<file path="config.mk">
export PLATFORM = sky130hd
export DESIGN_NAME = key_value_line_parser_unit
export DESIGN_NICKNAME = d
export VERILOG_FILES = /design/src/rtl/core/kvlp_pkg.sv /design/src/rtl/core/kvlp_pair_store.sv /design/src/rtl/core/kvlp_line_fsm.sv /design/src/rtl/core/kvlp_drain.sv /design/src/rtl/core/key_value_line_parser_unit.sv
export VERILOG_INCLUDE_DIRS = /design/src /design/src/rtl/core
export SDC_FILE = /design/constraint.sdc
export NUM_CORES = 1
export LEC_CHECK = 0
export ABC_AREA = 1
export BUFFER_PORTS_ARGS = -buffer_cell sky130_fd_sc_hd__buf_2
export CAP_MARGIN = 20
export CORE_UTILIZATION = 40
export CTS_BUF_LIST = sky130_fd_sc_hd__clkbuf_4 sky130_fd_sc_hd__clkbuf_8
export DETAILED_ROUTE_END_ITERATION = 6
export GPL_TIMING_DRIVEN = 0
export RECOVER_POWER = 100
export SKIP_CTS_REPAIR_TIMING = 1
export SYNTH_ARGS = -nofsm -noshare
export SYNTH_HDL_FRONTEND = slang
export SYNTH_SLANG_ARGS = --single-unit
</file>
<file path="constraint.sdc">
create_clock -name clk -period 3.05 [get_ports clk]
set_input_delay 0.61 -clock clk [delete_from_list [all_inputs] [get_ports clk]]
set_output_delay 0.61 -clock clk [all_outputs]
set_load 0.005 [all_outputs]
</file>
<file path="src/rtl/core/key_value_line_parser_unit_assert.svh">
// ---------------------------------------------------------------------------
// key/value line parser assertion macros
// clocked on clk, disabled while rst_n is low
// ---------------------------------------------------------------------------
`ifndef KEY_VALUE_LINE_PARSER_UNIT_ASSERT_SVH
`define KEY_VALUE_LINE_PARSER_UNIT_ASSERT_SVH

// same-cycle implication
`define KVLP_ASSERT_IMP(lbl, ante, cons, msg) \
  lbl: assert property (@(posedge clk) disable iff (!rst_n) (ante) |-> (cons)) \
    else $error(msg);

// next-cycle implication
`define KVLP_ASSERT_NXT(lbl, ante, cons, msg) \
  lbl: assert property (@(posedge clk) disable iff (!rst_n) (ante) |=> (cons)) \
    else $error(msg);

`endif

</file>
<file path="src/rtl/core/kvlp_pkg.sv">
`default_nettype none
// ---------------------------------------------------------------------------
// kvlp_pkg
// shared character codes, state encodings and inter-module structs
// ---------------------------------------------------------------------------
package kvlp_pkg;

  // character codes
  localparam logic [7:0] CH_HASH   = 8'h23;
  localparam logic [7:0] CH_SEMI   = 8'h3B;
  localparam logic [7:0] CH_SLASH  = 8'h2F;
  localparam logic [7:0] CH_LBRACK = 8'h5B;
  localparam logic [7:0] CH_RBRACK = 8'h5D;
  localparam logic [7:0] CH_EQ     = 8'h3D;
  localparam logic [7:0] CH_SP     = 8'h20;
  localparam logic [7:0] CH_TAB    = 8'h09;
  localparam logic [7:0] CH_CR     = 8'h0D;
  localparam logic [7:0] CH_LF     = 8'h0A;

  // line scanner phase
  typedef enum logic [4:0] {
    PH_LEAD  = 5'b00001,
    PH_KEY   = 5'b00010,
    PH_VLEAD = 5'b00100,
    PH_VAL   = 5'b01000,
    PH_SKIP  = 5'b10000
  } kvlp_phase_t;

  // drain sequencer state
  typedef enum logic [2:0] {
    DR_IDLE = 3'b001,
    DR_KEY  = 3'b010,
    DR_VAL  = 3'b100
  } kvlp_drain_st_t;

  // store write controls
  typedef struct packed {
    logic       key_we;
    logic       val_we;
    logic [7:0] data;
  } kvlp_wr_t;

  // store read controls
  typedef struct packed {
    logic rd_en;
  } kvlp_rd_t;

  // tags travelling with a pending read
  typedef struct packed {
    logic in_value;
    logic pair_end;
  } kvlp_meta_t;

endpackage
`default_nettype wire

</file>
<file path="src/rtl/core/kvlp_pair_store.sv">
`default_nettype none
// ---------------------------------------------------------------------------
// kvlp_pair_store
// key and value byte memories, one write port each, shared registered read
// ---------------------------------------------------------------------------
module kvlp_pair_store
  import kvlp_pkg::*;
#(
  parameter int DEPTH = 31,
  parameter int IDX_W = 5
) (
  input  wire logic             clk,
  input  wire kvlp_wr_t         wr,
  input  wire logic [IDX_W-1:0] key_waddr,
  input  wire logic [IDX_W-1:0] val_waddr,
  input  wire kvlp_rd_t         rd,
  input  wire logic [IDX_W-1:0] rd_addr,
  output logic      [7:0]       key_q,
  output logic      [7:0]       val_q
);

  logic [7:0] key_mem [DEPTH];
  logic [7:0] val_mem [DEPTH];

  // key memory
  always_ff @(posedge clk) begin
    if (wr.key_we) begin
      key_mem[key_waddr] <= wr.data;
    end
    if (rd.rd_en) begin
      key_q <= key_mem[rd_addr];
    end
  end

  // value memory
  always_ff @(posedge clk) begin
    if (wr.val_we) begin
      val_mem[val_waddr] <= wr.data;
    end
    if (rd.rd_en) begin
      val_q <= val_mem[rd_addr];
    end
  end

endmodule
`default_nettype wire

</file>
<file path="src/rtl/core/kvlp_line_fsm.sv">
`default_nettype none
// ---------------------------------------------------------------------------
// kvlp_line_fsm
// per-byte line scanner: classifies the line, writes key and value bytes
// into the store and decides at line end whether a pair is to be emitted
// ---------------------------------------------------------------------------
module kvlp_line_fsm
  import kvlp_pkg::*;
#(
  parameter int MAX_LINE = 32,
  parameter int CNT_W    = 6,
  parameter int IDX_W    = 5
) (
  input  wire logic             clk,
  input  wire logic             rst_n,
  input  wire logic             byte_acc,
  input  wire logic [7:0]       text_byte,
  input  wire logic             buffer_end,
  output kvlp_wr_t              wr,
  output logic      [IDX_W-1:0] key_waddr,
  output logic      [IDX_W-1:0] val_waddr,
  output logic                  start,
  output logic      [CNT_W-1:0] klen,
  output logic      [CNT_W-1:0] vlen
);

  localparam logic [CNT_W-1:0] MAXL    = CNT_W'(MAX_LINE);
  localparam logic [CNT_W-1:0] MAXL_M1 = CNT_W'(MAX_LINE - 1);

  kvlp_phase_t      phase_r, phase_nxt;
  logic [7:0]       first_r, first_nxt;
  logic [7:0]       last_r, last_nxt;
  logic             slash_r, slash_nxt;
  logic [CNT_W-1:0] key_cnt_r, key_cnt_nxt;
  logic [CNT_W-1:0] key_vis_r, key_vis_nxt;
  logic [CNT_W-1:0] val_cnt_r, val_cnt_nxt;
  logic [CNT_W-1:0] val_vis_r, val_vis_nxt;

  logic is_nl, is_blank, is_trim, do_key, do_val, eol;

  assign is_nl    = (text_byte == CH_LF);
  assign is_blank = (text_byte == CH_SP) || (text_byte == CH_TAB);
  assign is_trim  = is_blank || (text_byte == CH_CR) || is_nl;
  assign eol      = byte_acc && (is_nl || buffer_end);

  assign key_waddr = key_cnt_r[IDX_W-1:0];
  assign val_waddr = val_cnt_r[IDX_W-1:0];

  // byte consumption, pair decision and line reset
  always_comb begin
    phase_nxt   = phase_r;
    first_nxt   = first_r;
    last_nxt    = last_r;
    slash_nxt   = slash_r;
    key_cnt_nxt = key_cnt_r;
    key_vis_nxt = key_vis_r;
    val_cnt_nxt = val_cnt_r;
    val_vis_nxt = val_vis_r;
    do_key      = 1'b0;
    do_val      = 1'b0;
    wr          = '0;
    wr.data     = text_byte;

    if (byte_acc && !is_nl) begin
      unique case (phase_r)
        PH_LEAD: begin
          if (!is_blank) begin
            first_nxt = text_byte;
            if (!is_trim) begin
              last_nxt = text_byte;
            end
            if (text_byte == CH_HASH || text_byte == CH_SEMI) begin
              phase_nxt = PH_SKIP;
            end else if (text_byte == CH_EQ) begin
              phase_nxt = PH_VLEAD;
            end else begin
              phase_nxt = PH_KEY;
              slash_nxt = (text_byte == CH_SLASH);
              do_key    = 1'b1;
            end
          end
        end
        PH_KEY: begin
          slash_nxt = 1'b0;
          if (slash_r && text_byte == CH_SLASH) begin
            phase_nxt = PH_SKIP;
          end else if (text_byte == CH_EQ) begin
            last_nxt  = text_byte;
            phase_nxt = PH_VLEAD;
          end else begin
            do_key = 1'b1;
          end
        end
        PH_VLEAD: begin
          if (!is_blank) begin
            phase_nxt = PH_VAL;
            do_val    = 1'b1;
          end
        end
        PH_VAL: begin
          do_val = 1'b1;
        end
        PH_SKIP: begin
        end
        default: begin
          phase_nxt = PH_LEAD;
        end
      endcase
    end

    // key byte: store while room, count saturating
    if (do_key) begin
      wr.key_we = (key_cnt_r < MAXL_M1);
      if (key_cnt_r < MAXL) begin
        key_cnt_nxt = key_cnt_r + CNT_W'(1);
      end
      if (!is_trim) begin
        key_vis_nxt = key_cnt_nxt;
        last_nxt    = text_byte;
      end
    end

    // value byte
    if (do_val) begin
      wr.val_we = (val_cnt_r < MAXL_M1);
      if (val_cnt_r < MAXL) begin
        val_cnt_nxt = val_cnt_r + CNT_W'(1);
      end
      if (!is_trim) begin
        val_vis_nxt = val_cnt_nxt;
        last_nxt    = text_byte;
      end
    end

    // pair decision on the state left by the closing byte
    start = eol
            && (phase_nxt == PH_VLEAD || phase_nxt == PH_VAL)
            && !(first_nxt == CH_LBRACK && last_nxt == CH_RBRACK)
            && (key_vis_nxt != '0) && (key_vis_nxt < MAXL);
    klen  = key_vis_nxt;
    vlen  = (val_vis_nxt > MAXL_M1) ? MAXL_M1 : val_vis_nxt;

    // fresh line
    if (eol) begin
      phase_nxt   = PH_LEAD;
      first_nxt   = '0;
      last_nxt    = '0;
      slash_nxt   = 1'b0;
      key_cnt_nxt = '0;
      key_vis_nxt = '0;
      val_cnt_nxt = '0;
      val_vis_nxt = '0;
    end
  end

  // line state registers
  always_ff @(posedge clk) begin
    if (!rst_n) begin
      phase_r   <= PH_LEAD;
      first_r   <= '0;
      last_r    <= '0;
      slash_r   <= 1'b0;
      key_cnt_r <= '0;
      key_vis_r <= '0;
      val_cnt_r <= '0;
      val_vis_r <= '0;
    end else begin
      phase_r   <= phase_nxt;
      first_r   <= first_nxt;
      last_r    <= last_nxt;
      slash_r   <= slash_nxt;
      key_cnt_r <= key_cnt_nxt;
      key_vis_r <= key_vis_nxt;
      val_cnt_r <= val_cnt_nxt;
      val_vis_r <= val_vis_nxt;
    end
  end

endmodule
`default_nettype wire

</file>
<file path="src/rtl/core/kvlp_drain.sv">
`default_nettype none
`include "key_value_line_parser_unit_assert.svh"
// ---------------------------------------------------------------------------
// kvlp_drain
// reads the stored key then value bytes of an accepted pair and presents
// them through the output register
// ---------------------------------------------------------------------------
module kvlp_drain
  import kvlp_pkg::*;
#(
  parameter int CNT_W = 6,
  parameter int IDX_W = 5
) (
  input  wire logic             clk,
  input  wire logic             rst_n,
  input  wire logic             start,
  input  wire logic [CNT_W-1:0] klen,
  input  wire logic [CNT_W-1:0] vlen,
  input  wire logic [7:0]       key_q,
  input  wire logic [7:0]       val_q,
  output kvlp_rd_t              rd,
  output logic      [IDX_W-1:0] rd_addr,
  output logic                  busy,
  output logic                  out_valid,
  input  wire logic             out_stall,
  output logic      [7:0]       out_byte,
  output logic                  out_in_value,
  output logic                  out_pair_end
);

  kvlp_drain_st_t   st_r, st_nxt;
  logic [CNT_W-1:0] idx_r, idx_nxt, idx_inc;
  logic [CNT_W-1:0] klen_r, klen_nxt;
  logic [CNT_W-1:0] vlen_r, vlen_nxt;
  logic             pend_r;
  kvlp_meta_t       meta_r, meta_nxt;
  logic             out_valid_r, out_valid_nxt;
  logic [7:0]       out_byte_r, out_byte_nxt;
  kvlp_meta_t       out_meta_r, out_meta_nxt;
  logic             issue;

  assign busy    = (st_r != DR_IDLE);
  assign issue   = busy && !pend_r && (!out_valid_r || !out_stall);
  assign idx_inc = idx_r + CNT_W'(1);
  assign rd_addr = idx_r[IDX_W-1:0];
  assign rd.rd_en = issue;

  // read sequencer: key bytes, then value bytes
  always_comb begin
    st_nxt   = st_r;
    idx_nxt  = idx_r;
    klen_nxt = klen_r;
    vlen_nxt = vlen_r;
    meta_nxt = meta_r;
    unique case (st_r)
      DR_IDLE: begin
        if (start) begin
          klen_nxt = klen;
          vlen_nxt = vlen;
          idx_nxt  = '0;
          st_nxt   = DR_KEY;
        end
      end
      DR_KEY: begin
        if (issue) begin
          meta_nxt.in_value = 1'b0;
          meta_nxt.pair_end = (vlen_r == '0) && (idx_inc == klen_r);
          if (idx_inc == klen_r) begin
            idx_nxt = '0;
            st_nxt  = (vlen_r == '0) ? DR_IDLE : DR_VAL;
          end else begin
            idx_nxt = idx_inc;
          end
        end
      end
      DR_VAL: begin
        if (issue) begin
          meta_nxt.in_value = 1'b1;
          meta_nxt.pair_end = (idx_inc == vlen_r);
          if (idx_inc == vlen_r) begin
            idx_nxt = '0;
            st_nxt  = DR_IDLE;
          end else begin
            idx_nxt = idx_inc;
          end
        end
      end
      default: begin
        st_nxt = DR_IDLE;
      end
    endcase
  end

  // output register, loaded from the store data in the cycle after the read is issued
  always_comb begin
    out_valid_nxt = out_valid_r;
    out_byte_nxt  = out_byte_r;
    out_meta_nxt  = out_meta_r;
    if (pend_r) begin
      out_valid_nxt = 1'b1;
      out_byte_nxt  = meta_r.in_value ? val_q : key_q;
      out_meta_nxt  = meta_r;
    end else if (out_valid_r && !out_stall) begin
      out_valid_nxt = 1'b0;
    end
  end

  // control registers
  always_ff @(posedge clk) begin
    if (!rst_n) begin
      st_r        <= DR_IDLE;
      pend_r      <= 1'b0;
      out_valid_r <= 1'b0;
    end else begin
      st_r        <= st_nxt;
      pend_r      <= issue;
      out_valid_r <= out_valid_nxt;
    end
  end

  // payload registers
  always_ff @(posedge clk) begin
    idx_r      <= idx_nxt;
    klen_r     <= klen_nxt;
    vlen_r     <= vlen_nxt;
    meta_r     <= meta_nxt;
    out_byte_r <= out_byte_nxt;
    out_meta_r <= out_meta_nxt;
  end

  assign out_valid    = out_valid_r;
  assign out_byte     = out_byte_r;
  assign out_in_value = out_meta_r.in_value;
  assign out_pair_end = out_meta_r.pair_end;

  // checks
  `KVLP_ASSERT_IMP(a_start_when_idle, start, st_r == DR_IDLE, "pair closed while draining")
  `KVLP_ASSERT_IMP(a_start_key_nonempty, start, klen != '0, "pair started with empty key")
  `KVLP_ASSERT_IMP(a_pend_out_free, pend_r, !out_valid_r, "read data due with output full")
  `KVLP_ASSERT_NXT(a_start_drains, start, st_r == DR_KEY, "pair start did not begin drain")

endmodule
`default_nettype wire

</file>
<file path="src/rtl/core/key_value_line_parser_unit.sv">
// a line-closing item that yields a pair starts a drain of its bytes to the output register
// input items are taken as offered while a line is being scanned
// input is held off while a pair drains: one store read per output byte, the next read
// issued only once the previous read data has landed
// reset: synchronous active-low rst_n clears line and drain state; no memory clearing pass
`default_nettype none
// ---------------------------------------------------------------------------
// key_value_line_parser_unit
// splits byte text into lines and emits key and value bytes of each
// key=value line, skipping blanks, comments and section headers
// ---------------------------------------------------------------------------
module key_value_line_parser_unit
  import kvlp_pkg::*;
#(
  parameter int MAX_LINE = 32
) (
  input  wire logic       clk,
  input  wire logic       rst_n,
  input  wire logic       in_valid,
  output logic            in_stall,
  input  wire logic [7:0] in_text_byte,
  input  wire logic       in_buffer_end,
  output logic            out_valid,
  input  wire logic       out_stall,
  output logic      [7:0] out_byte,
  output logic            out_in_value,
  output logic            out_pair_end
);

  localparam int CNT_W = $clog2(MAX_LINE + 1);
  localparam int DEPTH = MAX_LINE - 1;
  localparam int IDX_W = (DEPTH > 1) ? $clog2(DEPTH) : 1;

  kvlp_wr_t         wr;
  kvlp_rd_t         rd;
  logic [IDX_W-1:0] key_waddr, val_waddr, rd_addr;
  logic [CNT_W-1:0] klen, vlen;
  logic [7:0]       key_q, val_q;
  logic             start, busy, byte_acc;

  // input held off while a pair drains, so store writes never meet reads
  assign in_stall = busy;
  assign byte_acc = in_valid && !in_stall;

  // line scanner
  kvlp_line_fsm #(
    .MAX_LINE (MAX_LINE),
    .CNT_W    (CNT_W),
    .IDX_W    (IDX_W)
  ) u_line (
    .clk        (clk),
    .rst_n      (rst_n),
    .byte_acc   (byte_acc),
    .text_byte  (in_text_byte),
    .buffer_end (in_buffer_end),
    .wr         (wr),
    .key_waddr  (key_waddr),
    .val_waddr  (val_waddr),
    .start      (start),
    .klen       (klen),
    .vlen       (vlen)
  );

  // key and value byte memories
  kvlp_pair_store #(
    .DEPTH (DEPTH),
    .IDX_W (IDX_W)
  ) u_store (
    .clk       (clk),
    .wr        (wr),
    .key_waddr (key_waddr),
    .val_waddr (val_waddr),
    .rd        (rd),
    .rd_addr   (rd_addr),
    .key_q     (key_q),
    .val_q     (val_q)
  );

  // pair drain and output register
  kvlp_drain #(
    .CNT_W (CNT_W),
    .IDX_W (IDX_W)
  ) u_drain (
    .clk          (clk),
    .rst_n        (rst_n),
    .start        (start),
    .klen         (klen),
    .vlen         (vlen),
    .key_q        (key_q),
    .val_q        (val_q),
    .rd           (rd),
    .rd_addr      (rd_addr),
    .busy         (busy),
    .out_valid    (out_valid),
    .out_stall    (out_stall),
    .out_byte     (out_byte),
    .out_in_value (out_in_value),
    .out_pair_end (out_pair_end)
  );

endmodule
`default_nettype wire

</file>
==> metrics.log <==
INFO  metric outcome = finished with violations
INFO  metric failed_checks = DRC, capacitance limit, slew limit, setup timing
INFO  metric antenna_found_initial = 1
INFO  metric critPathBufInv = 3
INFO  metric reg2reg_from = u_drain.idx_r[0]
INFO  metric global_route_layer_with_the_greatest_usage = met2
INFO  metric detail_route.iter0.violations = 2358
INFO  metric cp_slowest_stage_delay = 0.65 ns
INFO  metric ys_dominant_reg_cell = sky130_fd_sc_hd__edfxtp_1
INFO  metric timing.fmax = 0.324 GHz
INFO  metric cts_inserted_buffers = between 90 and 100
INFO  metric clk_tree_root_cell = sky130_fd_sc_hd__clkbuf_8
INFO  metric critical-path-slowest-cell = sky130_fd_sc_hd__clkbuf_1
INFO  metric nNetsFinal = 2249
INFO  metric timing.hold.ws = 0.127 ns
INFO  metric synth.ff_latch_count = 593
INFO  metric drt_wl_total = slightly below 80000 um
INFO  metric grt_use_met1 = 32.9%
INFO  metric synth-async-reset-ratio = 0%
INFO  metric clk_transition_reported_paths = 0.06 ns
INFO  metric first_global_vias = 17200
INFO  metric remaining_global_route_overflow = 0
INFO  metric netlist-cell-type-count = 51
INFO  metric placement_rows = 90
INFO  metric syn_area_per_cell = 11.8 um2
INFO  metric dieArea = 62300 um2
INFO  metric layout.cell_area.non_filler = 28300 um2
INFO  metric drv_slew = 231
INFO  metric grt.met3_usage = about 6.2%
INFO  metric routabilityCongestion = a little under 1
INFO  metric via_per_inst = roughly 5.8
INFO  metric power-per-cell-area = 918 nW/um2
INFO  metric synth-edff-count = 542
INFO  metric worstSkewPairLatency = between 0.7 and 0.8 ns
INFO  metric gr-usage-met2 = 38.6%
INFO  metric layout-area-overhead-vs-synth = 15.6%
INFO  metric period_needed = between 3 and 4 ns
INFO  metric fin_util = 46.9%
INFO  metric critical_path_arrival = about 3.6 ns
INFO  metric syn_nets = between 2000 and 2500
INFO  metric power = 26.0 mW
INFO  metric total_leakage_power = 9.56 nW
INFO  metric rsz0062_at_grt = true
INFO  metric synth-seq-area-share = between 70% and 80%
INFO  metric yosys-top-cells-area = sky130_fd_sc_hd__edfxtp_1 66%, sky130_fd_sc_hd__o21ai_0 5.0%, sky130_fd_sc_hd__nor2_1 4.8%
INFO  metric ratio_of_cells_with_drive_above_1_in_the_final_layout = 16.3%
INFO  metric groute.usage.overall = 25.0%
INFO  metric post-synth-top-area-fraction = 66.4%
INFO  metric vdd_drop_max = 0.420 mV
INFO  metric hold_path_end = u_drain.st_r[0]
INFO  metric worst-endpoint-required = 3.53 ns
INFO  metric min_from = rst_n
INFO  metric overall_die_width = 250 um
INFO  metric global_route_wire_length_before_repair = 113000 um
INFO  metric fp.coreArea = 60500 um2
INFO  metric detail-route-antenna-nets = 0
INFO  metric avgRoutedWirePerCell = 25.6 um
INFO  metric slack_of_the_worst_reg_to_reg_path = -0.04 ns
INFO  metric placement.cell_area = 25800 um2
INFO  metric clk_path_buf_depth = 3
INFO  metric grt_start_max_net_pins = 70
INFO  metric regToRegEndpoint = u_store.key_q[3]
INFO  metric htree_levels = 3
INFO  metric hp-class = in2reg
INFO  metric cap_violations = 5
INFO  metric initial_core_utilization = about two fifths
INFO  metric synth_area = 24500 um2
INFO  metric port_buffers = 24
INFO  metric synth.yosys.warnings = 0
INFO  metric clock-sinks = 593
INFO  metric finalWorstSetupSlack = -0.0379 ns
INFO  metric hold_depth = 2
INFO  metric via_count = 17800
INFO  metric report.final.hold_viol_count = 0
INFO  metric worstRegToRegCells = 7
INFO  metric dp_hpwl = between 50000 and 60000 um
INFO  metric crit_path_start_kind = flop
INFO  metric period_share = 101%
INFO  metric critical_path_peak_fanout = 10
INFO  metric ioPinCount = 25
INFO  metric drt_drc_violations_left = 4
INFO  metric synthDominantAreaCellType = sky130_fd_sc_hd__edfxtp_1
INFO  metric worstMarginPinSlew = 2.67 ns
INFO  metric worst-setup-path-type = reg2reg
INFO  metric dieHeight = 250 um
INFO  metric cells_traversed_along_the_worst_timing_path = buf_2, clkbuf_2, clkbuf_1, o21ai_0, o221ai_1, nand3_1, a31oi_1
INFO  metric post-place-ws = -1.54 ns
INFO  metric setup_viol = 7
INFO  metric worstSetupEndpointType = flop
INFO  metric detail_route.first_pass.iterations = 7
INFO  metric critical-path-top-delay-family = buffers and inverters
INFO  metric skew = 0.0436 ns
INFO  metric tritoncts = built
INFO  metric relSlewSlack = -78.0%
INFO  metric netlist_instances = 2081
INFO  metric antenna_cells = 0
-- cells in the mapped netlist (4+ instances only) --
library cell               instances
sky130_fd_sc_hd__a21oi_1         106
sky130_fd_sc_hd__nand2_1         302
sky130_fd_sc_hd__a211oi_1          4
sky130_fd_sc_hd__nor2_1          312
sky130_fd_sc_hd__nor3_1           10
sky130_fd_sc_hd__buf_1             9
sky130_fd_sc_hd__o21ai_1           8
sky130_fd_sc_hd__nand3_1          77
sky130_fd_sc_hd__nand2_2           6
sky130_fd_sc_hd__inv_1            80
sky130_fd_sc_hd__o21ai_2           5
sky130_fd_sc_hd__edfxtp_1        542
sky130_fd_sc_hd__nor2_2            7
sky130_fd_sc_hd__clkbuf_1        100
sky130_fd_sc_hd__nand4_1           8
sky130_fd_sc_hd__o221ai_1         66
sky130_fd_sc_hd__o31ai_1           5
sky130_fd_sc_hd__mux2_2            8
sky130_fd_sc_hd__ha_1              9
sky130_fd_sc_hd__inv_2            11
sky130_fd_sc_hd__xor2_1           14
sky130_fd_sc_hd__nand2_4           4
sky130_fd_sc_hd__nor2_4            4
sky130_fd_sc_hd__o22ai_1          28
sky130_fd_sc_hd__a311oi_1          6
sky130_fd_sc_hd__o21ai_0         246
sky130_fd_sc_hd__dfxtp_1          51
sky130_fd_sc_hd__a221oi_1          9
-- stage by stage --
| stage | instances | TNS [ns] |
|---|---|---|
| finish | 3080 | -0.182 |
| global route | 3080 | -2.89 |
| CTS | 3070 | -251.36 |
| detailed placement | 2899 | -646.29 |
| global placement | 2887 | -918.63 |
| floorplan | 2081 | 0 |
-- final cells by class --
| type | instances | area [um2] |
|---|---|---|
| plain buffers | 113 | 490 |
| clock buffers | 135 | 1630 |
| clock inverters | 36 | 319 |
| fillers | 5448 | 32100 |
| inverters | 95 | 367 |
| multi-input cells | 1281 | 6920 |
| flip-flops and latches | 593 | 17300 |
| well taps | 782 | 978 |
| repair buffers | 44 | 335 |
| repair inverters | 1 | 7.51 |
-- cell usage in the layout, fill, tap and decap left out, drive strengths merged, types with 14 or more instances in the layout --
master,instances
o22ai,28
buf,41
xor2,14
o221ai,66
edfxtp,542
nand3,81
clkbuf,251
dfxtp,51
nor2,326
inv,96
a21oi,107
clkinv,29
nand2,312
o21ai,260
-- worst max-delay path by stage --
stage,from,end,slack [ns],cells past startpoint
after floorplan,in_text_byte[7],u_drain.idx_r[0],0.30,18
final,u_drain.idx_r[0],u_store.key_q[3],-0.04,7
after CTS,in_text_byte[2],u_store.val_mem[13][1],-0.82,11
after global routing,u_drain.st_r[2],u_store.val_mem[18][7],-0.1,9
after detailed placement,in_text_byte[2],u_store.val_mem[13][7],-1.54,11
after global placement,in_text_byte[2],u_store.val_mem[12][7],-1.93,11
-- sequential cells by signal, summed over array words and instances, names as in the netlist, 3 cells and up --
signal,flops
u_drain.idx_r,6
u_drain.klen_r,6
u_drain.out_byte,8
u_drain.st_r,3
u_drain.vlen_r,6
u_line.first_r,8
u_line.key_cnt_r,6
u_line.key_vis_r,6
u_line.last_r,8
u_line.phase_r,5
u_line.val_cnt_r,6
u_line.val_vis_r,6
u_store.key_mem,248
u_store.key_q,8
u_store.val_mem,248
u_store.val_q,8
-- cell families after synthesis --
family                   count (synthesis)  share of synthesized area [%]
other                                    1                         0.0153
AND/OR/NAND/NOR                        746                           12.7
multiplexers                             8                          0.368
AO/OA/AOI/OAI                          500                           12.1
adder cells (fa/ha/maj)                  9                          0.459
flip-flops                             593                           70.6
XOR/XNOR                                16                          0.572
buffers and inverters                  208                           3.25
-- worst reg2reg max path, stage by stage (launching register included) --
cell                       delay, ns
sky130_fd_sc_hd__edfxtp_1       0.48
sky130_fd_sc_hd__buf_2          0.38
sky130_fd_sc_hd__clkbuf_2       0.33
sky130_fd_sc_hd__clkbuf_1       0.65
sky130_fd_sc_hd__o21ai_0        0.22
sky130_fd_sc_hd__o221ai_1       0.21
sky130_fd_sc_hd__nand3_1        0.16
sky130_fd_sc_hd__a31oi_1        0.41
-- routing by layer --
metal  up-vias  part of all wire, %
met1      8624                   39
met2      1038                   44
met4         0                  5.5
met5         -                    0
met3       264                   11
li1       7850                    -
-- power by group --
group | total (mW) | internal (mW) | switching (mW)
Combinational | 9.25 | 2.27 | 6.98
Clock | 7.10 | 3.82 | 3.29
Sequential | 9.66 | 9.47 | 0.184
Total | 26.0 | 15.6 | 10.4
(Power assumes the default switching activity.)
